==> src/rtl/core/mtt_pkg.sv <==
// package: op and result codes, state type, controller/datapath command and status
package mtt_pkg;

    localparam logic [2:0] OP_TICK       = 3'd0;
    localparam logic [2:0] OP_ADD_ONCE   = 3'd1;
    localparam logic [2:0] OP_ADD_PERIOD = 3'd2;
    localparam logic [2:0] OP_CANCEL_ID  = 3'd3;
    localparam logic [2:0] OP_CANCEL_OWN = 3'd4;

    localparam logic [2:0] KIND_ADDED     = 3'd0;
    localparam logic [2:0] KIND_CANCELLED = 3'd1;
    localparam logic [2:0] KIND_FIRED     = 3'd2;
    localparam logic [2:0] KIND_TICK_NONE = 3'd3;
    localparam logic [2:0] KIND_OWN_DONE  = 3'd4;

    localparam logic [1:0] ST_OK        = 2'd0;
    localparam logic [1:0] ST_FULL      = 2'd1;
    localparam logic [1:0] ST_NOT_FOUND = 2'd2;

    // most fired transfers reported for one tick
    localparam int MAX_RESULTS = 16;

    typedef enum logic [2:0] {
        S_IDLE,
        S_SCAN,
        S_EMIT,
        S_DONE,
        S_OUT
    } t_state;

    typedef struct packed {
        logic load;
        logic clr_idx;
        logic step;
        logic apply;
        logic emit;
        logic finish;
    } t_cmd;

    typedef struct packed {
        logic hit;
        logic at_end;
        logic is_tick;
        logic single;
        logic capped;
        logic op_valid;
    } t_stat;

endpackage

==> src/rtl/core/mtt_ctrl.sv <==
// controller: sequences one slot per cycle while no fired result waits to be taken, and the result handshake
module mtt_ctrl (
    input  logic           i_clk,
    input  logic           i_rst_n,
    input  logic           i_valid,
    output logic           o_ready,
    output logic           o_valid,
    input  logic           i_ready,
    input  mtt_pkg::t_stat i_stat,
    output mtt_pkg::t_cmd  o_cmd
);
    import mtt_pkg::*;

    t_state r_state, n_state;
    logic   r_pend, n_pend;
    logic   fire;

    always_ff @(posedge i_clk) begin
        if (!i_rst_n) begin
            r_state <= S_IDLE;
            r_pend  <= 1'b0;
        end else begin
            r_state <= n_state;
            r_pend  <= n_pend;
        end
    end

    always_comb begin
        n_state = r_state;
        n_pend  = r_pend;
        o_cmd   = '0;
        o_ready = 1'b0;
        o_valid = 1'b0;
        fire    = i_stat.is_tick && i_stat.hit && !i_stat.capped;
        case (r_state)
            S_IDLE: begin
                o_ready = 1'b1;
                if (i_valid) begin
                    o_cmd.load    = 1'b1;
                    o_cmd.clr_idx = 1'b1;
                    n_pend        = 1'b0;
                    n_state       = S_SCAN;
                end
            end
            S_SCAN: begin
                if (!i_stat.op_valid) begin
                    n_state = S_IDLE;
                end else if (fire && r_pend) begin
                    // earlier firing goes out first, it is not the last one
                    n_state = S_EMIT;
                end else begin
                    o_cmd.apply = 1'b1;
                    if (fire) begin
                        o_cmd.emit = 1'b1;
                        n_pend     = 1'b1;
                    end
                    if (i_stat.at_end || (i_stat.hit && i_stat.single)) begin
                        n_state = S_DONE;
                    end else begin
                        o_cmd.step = 1'b1;
                    end
                end
            end
            S_EMIT: begin
                o_valid = 1'b1;
                if (i_ready) begin
                    n_pend  = 1'b0;
                    n_state = S_SCAN;
                end
            end
            S_DONE: begin
                o_cmd.finish = 1'b1;
                n_state      = S_OUT;
            end
            S_OUT: begin
                o_valid = 1'b1;
                if (i_ready) n_state = S_IDLE;
            end
            default: n_state = S_IDLE;
        endcase
    end

endmodule

==> src/rtl/core/mtt_dp.sv <==
// datapath: slot table, id counter, per-slot arithmetic and result register
module mtt_dp #(
    parameter int SLOTS      = 16,
    parameter int ID_BITS    = 16,
    parameter int OWNER_BITS = 8
) (
    input  logic                 i_clk,
    input  logic                 i_rst_n,
    input  mtt_pkg::t_cmd        i_cmd,
    output mtt_pkg::t_stat       o_stat,
    input  logic [2:0]           i_op,
    input  logic [30:0]          i_delta,
    input  logic signed [31:0]   i_first_delay,
    input  logic signed [31:0]   i_period,
    input  logic [15:0]          i_target_id,
    input  logic [7:0]           i_owner_tag,
    output logic [2:0]           o_kind,
    output logic [1:0]           o_status,
    output logic [15:0]          o_timer_id,
    output logic [7:0]           o_timer_owner,
    output logic                 o_last
);
    import mtt_pkg::*;

    localparam int IW = (SLOTS > 1) ? $clog2(SLOTS) : 1;
    localparam int NW = $clog2(MAX_RESULTS + 1);

    logic [SLOTS-1:0]           r_vld;
    logic [SLOTS-1:0]           r_per;
    logic signed [31:0]         r_rem [SLOTS];
    logic signed [31:0]         r_rld [SLOTS];
    logic [ID_BITS-1:0]         r_id  [SLOTS];
    logic [OWNER_BITS-1:0]      r_own [SLOTS];
    logic [ID_BITS-1:0]         r_next_id;

    logic [2:0]                 r_op;
    logic [30:0]                r_delta;
    logic signed [31:0]         r_first, r_period;
    logic [ID_BITS-1:0]         r_tid;
    logic [OWNER_BITS-1:0]      r_otag;
    logic [IW-1:0]              r_idx;
    logic [NW-1:0]              r_nrep;
    logic                       r_found;
    logic [ID_BITS-1:0]         r_hit_id;

    logic                       is_tick, is_add, op_ok, hit, at_end;
    logic signed [32:0]         sub_w, add_w;
    logic signed [31:0]         sub_v, add_v;

    assign is_tick = (r_op == OP_TICK);
    assign is_add  = (r_op == OP_ADD_ONCE) || (r_op == OP_ADD_PERIOD);
    assign op_ok   = is_tick || is_add || (r_op == OP_CANCEL_ID) || (r_op == OP_CANCEL_OWN);
    assign at_end  = (32'(r_idx) == 32'(SLOTS - 1));

    assign sub_w = 33'(r_rem[r_idx]) - 33'($signed({1'b0, r_delta}));
    assign sub_v = (sub_w < -33'sd2147483648) ? 32'sh80000000 : sub_w[31:0];
    assign add_w = 33'(sub_v) + 33'(r_rld[r_idx]);
    assign add_v = (add_w < -33'sd2147483648) ? 32'sh80000000 :
                   (add_w > 33'sd2147483647) ? 32'sh7fffffff : add_w[31:0];

    always_comb begin
        hit = 1'b0;
        case (r_op)
            OP_TICK:       hit = r_vld[r_idx] && (sub_v <= 0);
            OP_ADD_ONCE,
            OP_ADD_PERIOD: hit = !r_vld[r_idx];
            OP_CANCEL_ID:  hit = r_vld[r_idx] && (r_id[r_idx] == r_tid);
            OP_CANCEL_OWN: hit = r_vld[r_idx] && (r_own[r_idx] == r_otag);
            default:       hit = 1'b0;
        endcase
    end

    assign o_stat.hit      = hit;
    assign o_stat.at_end   = at_end;
    assign o_stat.is_tick  = is_tick;
    assign o_stat.single   = is_add || (r_op == OP_CANCEL_ID);
    assign o_stat.capped   = (r_nrep == NW'(MAX_RESULTS));
    assign o_stat.op_valid = op_ok;

    always_ff @(posedge i_clk) begin
        if (!i_rst_n) begin
            r_vld     <= '0;
            r_next_id <= '0;
            r_op      <= OP_TICK;
            r_idx     <= '0;
            r_nrep    <= '0;
            r_found   <= 1'b0;
        end else begin
            if (i_cmd.load) begin
                r_op    <= i_op;
                r_nrep  <= '0;
                r_found <= 1'b0;
            end
            if (i_cmd.clr_idx) r_idx <= '0;
            if (i_cmd.step)    r_idx <= r_idx + 1'b1;
            if (i_cmd.emit)    r_nrep <= r_nrep + 1'b1;
            // per-slot update while scanning, one slot a cycle unless the scan is held for a result transfer
            if (i_cmd.apply) begin
                case (r_op)
                    OP_TICK: begin
                        if (r_vld[r_idx]) begin
                            if (sub_v > 0) begin
                                r_rem[r_idx] <= sub_v;
                            end else if (r_per[r_idx]) begin
                                r_rem[r_idx] <= add_v;
                            end else begin
                                r_vld[r_idx] <= 1'b0;
                            end
                        end
                    end
                    OP_ADD_ONCE, OP_ADD_PERIOD: begin
                        if (hit) begin
                            r_found        <= 1'b1;
                            r_vld[r_idx]   <= 1'b1;
                            r_per[r_idx]   <= (r_op == OP_ADD_PERIOD);
                            r_rem[r_idx]   <= r_first;
                            r_rld[r_idx]   <= r_period;
                            r_id[r_idx]    <= r_next_id;
                            r_own[r_idx]   <= r_otag;
                            r_hit_id       <= r_next_id;
                            r_next_id      <= r_next_id + 1'b1;
                        end
                    end
                    OP_CANCEL_ID: begin
                        if (hit) begin
                            r_found      <= 1'b1;
                            r_vld[r_idx] <= 1'b0;
                        end
                    end
                    OP_CANCEL_OWN: begin
                        if (hit) r_vld[r_idx] <= 1'b0;
                    end
                    default: ;
                endcase
            end
        end
    end

    always_ff @(posedge i_clk) begin
        if (i_cmd.load) begin
            r_delta  <= i_delta;
            r_first  <= i_first_delay;
            r_period <= (i_op == OP_ADD_PERIOD) ? i_period : 32'sd0;
            r_tid    <= ID_BITS'(i_target_id);
            r_otag   <= OWNER_BITS'(i_owner_tag);
        end
        if (i_cmd.emit) begin
            o_kind        <= KIND_FIRED;
            o_status      <= ST_OK;
            o_timer_id    <= 16'(r_id[r_idx]);
            o_timer_owner <= 8'(r_own[r_idx]);
            o_last        <= 1'b0;
        end else if (i_cmd.finish) begin
            o_last <= 1'b1;
            // a tick that fired keeps its final firing in the register
            if (!(is_tick && r_nrep != '0)) begin
                o_status      <= ST_OK;
                o_timer_id    <= '0;
                o_timer_owner <= '0;
                case (r_op)
                    OP_TICK: o_kind <= KIND_TICK_NONE;
                    OP_ADD_ONCE, OP_ADD_PERIOD: begin
                        o_kind     <= KIND_ADDED;
                        o_status   <= r_found ? ST_OK : ST_FULL;
                        o_timer_id <= r_found ? 16'(r_hit_id) : 16'd0;
                    end
                    OP_CANCEL_ID: begin
                        o_kind     <= KIND_CANCELLED;
                        o_status   <= r_found ? ST_OK : ST_NOT_FOUND;
                        o_timer_id <= 16'(r_tid);
                    end
                    default: o_kind <= KIND_OWN_DONE;
                endcase
            end
        end
    end

endmodule

==> src/rtl/core/multi_timer_table_top.sv <==
// top level: timer bank with one-shot and periodic slots
//  channel | valid   | ready   | payload
//  input   | i_valid | o_ready | i_op i_delta i_first_delay i_period i_target_id i_owner_tag
//  output  | o_valid | i_ready | o_kind o_status o_timer_id o_timer_owner o_last
// an item is taken in idle, then the slots are scanned in turn, then the result is built
// and presented; adds and cancels by id stop at the matching slot, undefined ops
// go back to idle from the scan and give nothing
// each fired timer after the first on a tick waits while the earlier firing is sent out
// reset is synchronous, active low, and frees every slot
// a stalled result holds the scan until the transfer
module multi_timer_table_top #(
    parameter int SLOTS      = 16,
    parameter int ID_BITS    = 16,
    parameter int OWNER_BITS = 8
) (
    input  logic               i_clk,
    input  logic               i_rst_n,
    input  logic               i_valid,
    output logic               o_ready,
    input  logic [2:0]         i_op,
    input  logic [30:0]        i_delta,
    input  logic signed [31:0] i_first_delay,
    input  logic signed [31:0] i_period,
    input  logic [15:0]        i_target_id,
    input  logic [7:0]         i_owner_tag,
    output logic               o_valid,
    input  logic               i_ready,
    output logic [2:0]         o_kind,
    output logic [1:0]         o_status,
    output logic [15:0]        o_timer_id,
    output logic [7:0]         o_timer_owner,
    output logic               o_last
);
    import mtt_pkg::*;

    t_cmd  cmd;
    t_stat stat;

    mtt_ctrl u_ctrl (
        .i_clk, .i_rst_n, .i_valid, .o_ready, .o_valid, .i_ready,
        .i_stat(stat), .o_cmd(cmd)
    );

    mtt_dp #(.SLOTS(SLOTS), .ID_BITS(ID_BITS), .OWNER_BITS(OWNER_BITS)) u_dp (
        .i_clk, .i_rst_n, .i_cmd(cmd), .o_stat(stat),
        .i_op, .i_delta, .i_first_delay, .i_period, .i_target_id, .i_owner_tag,
        .o_kind, .o_status, .o_timer_id, .o_timer_owner, .o_last
    );

endmodule
==> config.mk <==
export PLATFORM = sky130hd
export DESIGN_NAME = multi_timer_table_top
export DESIGN_NICKNAME = d
export VERILOG_FILES = /design/src/rtl/core/mtt_pkg.sv /design/src/rtl/core/mtt_ctrl.sv /design/src/rtl/core/mtt_dp.sv /design/src/rtl/core/multi_timer_table_top.sv
export SDC_FILE = /design/constraint.sdc
export NUM_CORES = 2
export LEC_CHECK = 0
export ABC_AREA = 1
export BUFFER_PORTS_ARGS = -buffer_cell sky130_fd_sc_hd__buf_2
export CAP_MARGIN = 5
export CORE_MARGIN = 3
export CORE_UTILIZATION = 25
export CTS_CLUSTER_SIZE = 12
export DETAILED_ROUTE_END_ITERATION = 12
export PLACE_DENSITY = 0.49
export SYNTH_ARGS = -nofsm -noshare
export SYNTH_HDL_FRONTEND = slang
export SYNTH_HIERARCHICAL = 1
export SYNTH_SLANG_ARGS = --single-unit
==> constraint.sdc <==
create_clock -name i_clk -period 9.9 [get_ports i_clk]
set_input_delay 2.475 -clock i_clk [delete_from_list [all_inputs] [get_ports i_clk]]
set_output_delay 2.475 -clock i_clk [all_outputs]
set_load 0.02 [all_outputs]
Word level (Yosys, flattened, before mapping) --
Memories as Yosys holds them, arrays and structs flattened. A register that Yosys moved wholly into a read port is not among the register bits. Cells that the tools add are included.
Storage, ports and cells: logic and storage cells 192, bits in writable memories 1408, memory bits (read-only) 0, memories kept 4, latch bits 0, output and inout port bits 32, bits in registers 230
Operators by class: order comparisons 7, eq/ne operators 26, shift-type cells 0, muxes and demuxes 88, bitwise gates (word level) 6, div/mod/pow operators 0, $mul 0, add/subtract/negate cells 5, reduce and logical (&&, ||, !) cells 36
Memories:
- u_dp.r_rem | words 16, width 32, rd ports 1, clocked after memory_dff 1, write ports 1, RTL line mtt_dp.sv:30 | logic signed [31:0] r_rem [SLOTS];
- u_dp.r_rld | words 16, width 32, rd ports 1, clocked after memory_dff 1, write ports 1, RTL line mtt_dp.sv:31 | logic signed [31:0] r_rld [SLOTS];
- u_dp.r_id | words 16, width 16, rd ports 1, clocked after memory_dff 1, write ports 1, RTL line mtt_dp.sv:32 | logic [ID_BITS-1:0] r_id [SLOTS];
- u_dp.r_own | words 16, width 8, rd ports 1, clocked after memory_dff 1, write ports 1, RTL line mtt_dp.sv:33 | logic [OWNER_BITS-1:0] r_own [SLOTS];
Operator list (number):
- $mux W32 | 5
- $mux W16 | 9
- $lt A33 B32 Y1 const B | 2
- $pmux W16 S3 | 1
- $mux W4 | 10
- $mux W1 | 36
- $add A32 B32 Y33 | 1
- $gt A33 B32 Y1 const B | 1
- $sub A32 B32 Y33 | 1
- $gt A32 B1 Y1 const B | 1
- $le A32 B1 Y1 const B | 1
- $pmux W16 S2 | 1
- $mux W3 | 9
- $mux W8 | 3
- $add A16 B1 Y16 const B | 1
- $and A16 B16 Y16 | 1
- $bwmux W16 | 1
- $eq A16 B16 Y1 | 1
- $ne A2 B2 Y1 const B | 8
- $not A16 Y16 | 1
- $or A16 B16 Y16 | 1
- $eq A3 B2 Y1 const B | 5
- $pmux W3 S5 | 1
- $mux W5 | 2
- 34 further kinds | 65

Depth between registers and ports, before layout --
word-level depth 17, depth in mapped cells 48, gate-level depth less buffers 40

Hierarchy --
Netlist, hierarchy kept.
By module, submodules not included:
- mtt_dp | area an instance 69210.1 um2, cells each 5814, instances 1, seq. area each 48636.6 um2
- mtt_ctrl | area an instance 320.3 um2, cells each 54, instances 1, seq. area each 80.1 um2

Least setup slack after synthesis --
No wires, ideal clock.
kind register to register, start point reg with a tool-made name, end point mem u_dp.r_id[0][0], enable pin, period minus slack after synthesis 8.384 ns, cell stages (with the launch flop) 45, setup time 0.470 ns, slack 1.516 ns, arrival time 7.913 ns, cell sequence dfxtp_1 -> buf_2 -> buf_4 -> buf_2 -> buf_2 -> clkbuf_1 -> clkbuf_1 -> buf_1 -> o21ai_0 -> o221ai_1 -> nand3_1 -> nand2_1 -> inv_1 -> ha_1 -> fa_1 -> inv_1 -> nand3_1 -> nand2_1 -> [... 9 more ...] -> o211ai_1 -> nand2_1 -> inv_1 -> nand2_1 -> nor2_1 -> nand2_1 -> nand3_1 -> nand2_1 -> nand2_1 -> buf_4 -> nand4_1 -> nand2_1 -> inv_1 -> nand2_1 -> nor2_1 -> clkinv_1 -> clkbuf_1 -> nor2_1
RTL lines (RTL line):
- to (decl) | mtt_dp.sv:32

==> metrics.md <==
| Metric | Value |
|---|---|
| Antenna violations before repair | 7 |
| Antenna-violating nets left | 0 |
| Actual slew at the worst max-slew pin | 1.17 ns |
| Area of the die | 0.284 sq mm |
| P&R area growth vs syn | 15.3% |
| Share of post-route cells with drive strength above 1 | 9.50% |
| Setup repair bufs after CTS | 0 |
| Ys flop type | sky130_fd_sc_hd__edfxtp_1 |
| CP peak stage delay | 0.77 ns |
| Element type at the critical path start | flop |
| Register area share after synthesis | 70.1% |
| Worst setup path category | flop to flop |
| Mean cell area of the mapped netlist | 11.8 sq um |
| Critical path required time | 10.39 ns |
| Drc violations | 0 |
| Number of global-route vias before repair | 45764 |
| CTS clk-pin slew, worst paths | 0.06 ns |
| Setup violators final | 0 |
| Initial DRC Count | 4154 |
| Clock tree root driver cell | sky130_fd_sc_hd__clkbuf_16 |
| Via count | 46878 |
| Top-Level Pins | 158 |
| Number of warning messages in the yosys log | 6 |
| Largest driver fanout on the critical path | 60 |
| MaxCap Viol Count | 0 |
| Period utilisation layout | 87.1% |
| EDFF count, synth | 1583 |
| Number of library cell types mapped by synthesis | 58 |
| Final-report max-slew violation count | 0 |
| Unrepaired setup endpoints after global routing | false |
| Total number of nets in the final design | 6173 |
| Run status | finished clean |
| Starting Density | 25.3% |
| Shortest period the worst path allows | 8.62 ns |
| Total global routing overflow | 0 |
| Register bit count reported by yosys | 1642 |
| Final Cell Area | 0.0802 sq mm |
| Final GP Congestion | 0.936 |
| Crit end category | flop |
| Htree depth | 4 |
| Worst relative slew slack | 21.7% |
| Wire length reported by the detailed router | 221 mm |
| Family with the most delay on the worst path | compound AO/OA/AOI/OAI gates |
| First-pass GRT wire length | 319 mm |
| Worst-skew pair later-pin latency | 0.84 ns |
| Detailed-route wire length per cell | 22.6 microns |
| Proportion of synthesized flip-flops having asynchronous set or reset | 0% |
| Number of buffers inserted for hold repair after clock tree synthesis | 0 |
| CP dominant cell by count | sky130_fd_sc_hd__nand2_1 |
| Maximum ir drop on the vdd rail | 0.000256 V |
| Mapped Nets | 6067 |
| Setup TNS | 0 ns |
| Clock tree from TritonCTS | yes |
| Number of gates resized after CTS | 0 |
| Chip Height | 533 microns |
| Detailed Routing Iterations Pass 1 | 6 |
| Arrival time at the worst endpoint | 9.12 ns |
| Number of rows in the core area | 192 |
| Class of the tightest hold or removal check | flop to flop |
| Highest clock frequency the design can meet | 116 MHz |
| Via density | 4.80 |
| Slowest cell on crit path | sky130_fd_sc_hd__o21ai_1 |
| Total global-route track usage | 14.9% |
| Maximum number of pins on one net before global-route repair | 180 |
| Clock net sink count | 1642 |
| Number of buffer cells added on primary ports | 157 |
| Cell Pwr Density | 320 mW/mm^2 |
| Post-synthesis instance area | 0.0695 sq mm |
| Area of the core | 0.275 sq mm |
| LEAKAGE | 27.2 nW |
| Cts bufs inserted | 181 |
| Instance area at placement | 0.0750 sq mm |
| Hold Fails Final Rpt | 0 |
| Count of buffering cells on the critical path with inverters included | 3 |
| Post-detail-place hpwl | 129 mm |
| Maximum clock path buffer count | 4 |
| Largest clock skew in the final design | 0.0455 ns |
| Horizontal die dimension | 533 microns |
| Gate count after technology mapping | 5868 |
==> flip-flops by register name, summed over array words and instances (netlist names), named ones only <==
signal and cells:
u_dp/r_per 16, u_dp/r_rem 512, u_dp/r_found 1, u_dp/r_idx 4, u_dp/r_tid 16, u_dp/r_period 32, u_dp/r_first 32, u_dp/r_op 3
u_dp/r_nrep 5, u_dp/o_timer_id 16, u_ctrl/r_pend 1, u_dp/o_status 2, u_dp/r_rld 512, u_dp/r_id 256, u_ctrl/r_state 3, u_dp/r_next_id 16
u_dp/o_kind 3, u_dp/r_own 128, u_dp/o_last 1, u_dp/o_timer_owner 8, u_dp/r_otag 8, u_dp/r_hit_id 16, u_dp/r_delta 31
==> area by class of cell <==
cell class                 instances  area [sq um]
fill                           28070        195000
sequential                      1642         48700
multi-input combinational       3458         18000
clock buffer                     232          4760
tap                             3686          4610
timing repair buffer             271          1990
inverter                         420          1600
clock inverter                    60           413
antenna                            1          2.50
==> power breakdown <==
group          internal (mW)  switching, mW
clock network           3.47           2.69
logic                   2.74           7.11
registers               9.20          0.394
==> layer usage <==
layer	GRT usage (%)	up-vias	share of wire, %
li1	-	21460	-
met1	19.5	23734	43
met2	25.5	1367	49
met3	1.89	315	4.9
met4	4.86	2	3.1
met5	0	-	0.0059
==> worst min-delay path, stage by stage (launching register included) <==
cell	delay, ns
sky130_fd_sc_hd__dfxtp_1	0.33
sky130_fd_sc_hd__nor2_1	0.05
sky130_fd_sc_hd__nor2_1	0.07
==> stage by stage <==
stage	utilization (%)	instances	setup slack (ns)	hold slack (ns)	total power, mW
2_1_floorplan	-	5868	1.52	0.436	15.8
3_3_place_gp	27.3	9477	1.36	0.451	19.6
3_5_place_dp	27.3	9477	1.34	0.466	19.6
4_1_cts	29.1	9769	1.29	0.478	25.8
5_1_grt	29.1	9770	0.568	0.520	27.0
6_report	29.1	9770	1.28	0.478	25.6
==> cells by family (layout without fill, tap and decap cells) <==
family / count (synthesis) / after routing / share of synthesized area, %
and+or+nand+nor: 1919 / 1919 / 11.1
DFF: 1642 / 1642 / 70.1
AOI/OAI and AO/OA: 1411 / 1411 / 12.5
buffers and inverters: 768 / 983 / 4.34
adders and majority gates: 73 / 73 / 1.34
xor gates and xnor gates: 55 / 55 / 0.693
other: 0 / 1 / 0
==> cells in the mapped netlist (50+ instances only) <==
cell,n,area [sq um]
sky130_fd_sc_hd__edfxtp_1,1583,47500
sky130_fd_sc_hd__a21oi_1,366,1830
sky130_fd_sc_hd__inv_1,407,1530
sky130_fd_sc_hd__o221ai_1,152,1330
sky130_fd_sc_hd__clkbuf_1,272,1020
sky130_fd_sc_hd__a221oi_1,106,928
sky130_fd_sc_hd__nand2_1,857,3220
sky130_fd_sc_hd__dfxtp_1,59,1180
sky130_fd_sc_hd__nor2_1,766,2880
sky130_fd_sc_hd__ha_1,71,888
sky130_fd_sc_hd__o211ai_1,80,601
sky130_fd_sc_hd__o22ai_1,50,313
sky130_fd_sc_hd__nand3_1,196,981
sky130_fd_sc_hd__o21ai_0,520,2600
==> path summary, 6_finish.rpt <==
kind,to,startpoint,cells after the start,slack [ns]
setup / recovery,u_dp/r_rem[0][30],flop,34,1.28
hold / removal,u_dp/o_last,u_dp/o_last,2,0.48
setup reg to reg,u_dp/r_rem[0][30],flop,34,1.28
hold reg to reg,u_dp/o_last,u_dp/o_last,2,0.48
==> cell usage in the layout, fill, tap and decap left out, types with 6 or more instances in the layout <==
cell,count
sky130_fd_sc_hd__a21oi_1,366
sky130_fd_sc_hd__a221oi_1,106
sky130_fd_sc_hd__a311o_1,20
sky130_fd_sc_hd__a31oi_1,26
sky130_fd_sc_hd__buf_12,28
sky130_fd_sc_hd__buf_2,157
sky130_fd_sc_hd__buf_4,86
sky130_fd_sc_hd__clkbuf_1,49
sky130_fd_sc_hd__clkbuf_16,183
sky130_fd_sc_hd__clkinv_1,26
sky130_fd_sc_hd__clkinv_2,20
sky130_fd_sc_hd__dfxtp_1,55
sky130_fd_sc_hd__edfxtp_1,1583
sky130_fd_sc_hd__ha_1,71
sky130_fd_sc_hd__inv_1,405
sky130_fd_sc_hd__inv_2,7
sky130_fd_sc_hd__inv_6,8
sky130_fd_sc_hd__nand2_1,856
sky130_fd_sc_hd__nand2_2,11
sky130_fd_sc_hd__nand3_1,196
sky130_fd_sc_hd__nand4_1,39
sky130_fd_sc_hd__nor2_1,733
sky130_fd_sc_hd__nor2_4,34
sky130_fd_sc_hd__nor3_1,17
sky130_fd_sc_hd__nor4_1,7
sky130_fd_sc_hd__o211ai_1,80
sky130_fd_sc_hd__o21ai_0,520
sky130_fd_sc_hd__o21ai_1,22
sky130_fd_sc_hd__o21bai_1,6
sky130_fd_sc_hd__o221ai_1,152
sky130_fd_sc_hd__o22ai_1,50
sky130_fd_sc_hd__o31ai_1,28
sky130_fd_sc_hd__or2_2,6
sky130_fd_sc_hd__xnor2_1,29
sky130_fd_sc_hd__xor2_1,26
No activity file was read; power rests on OpenSTA's default activity.
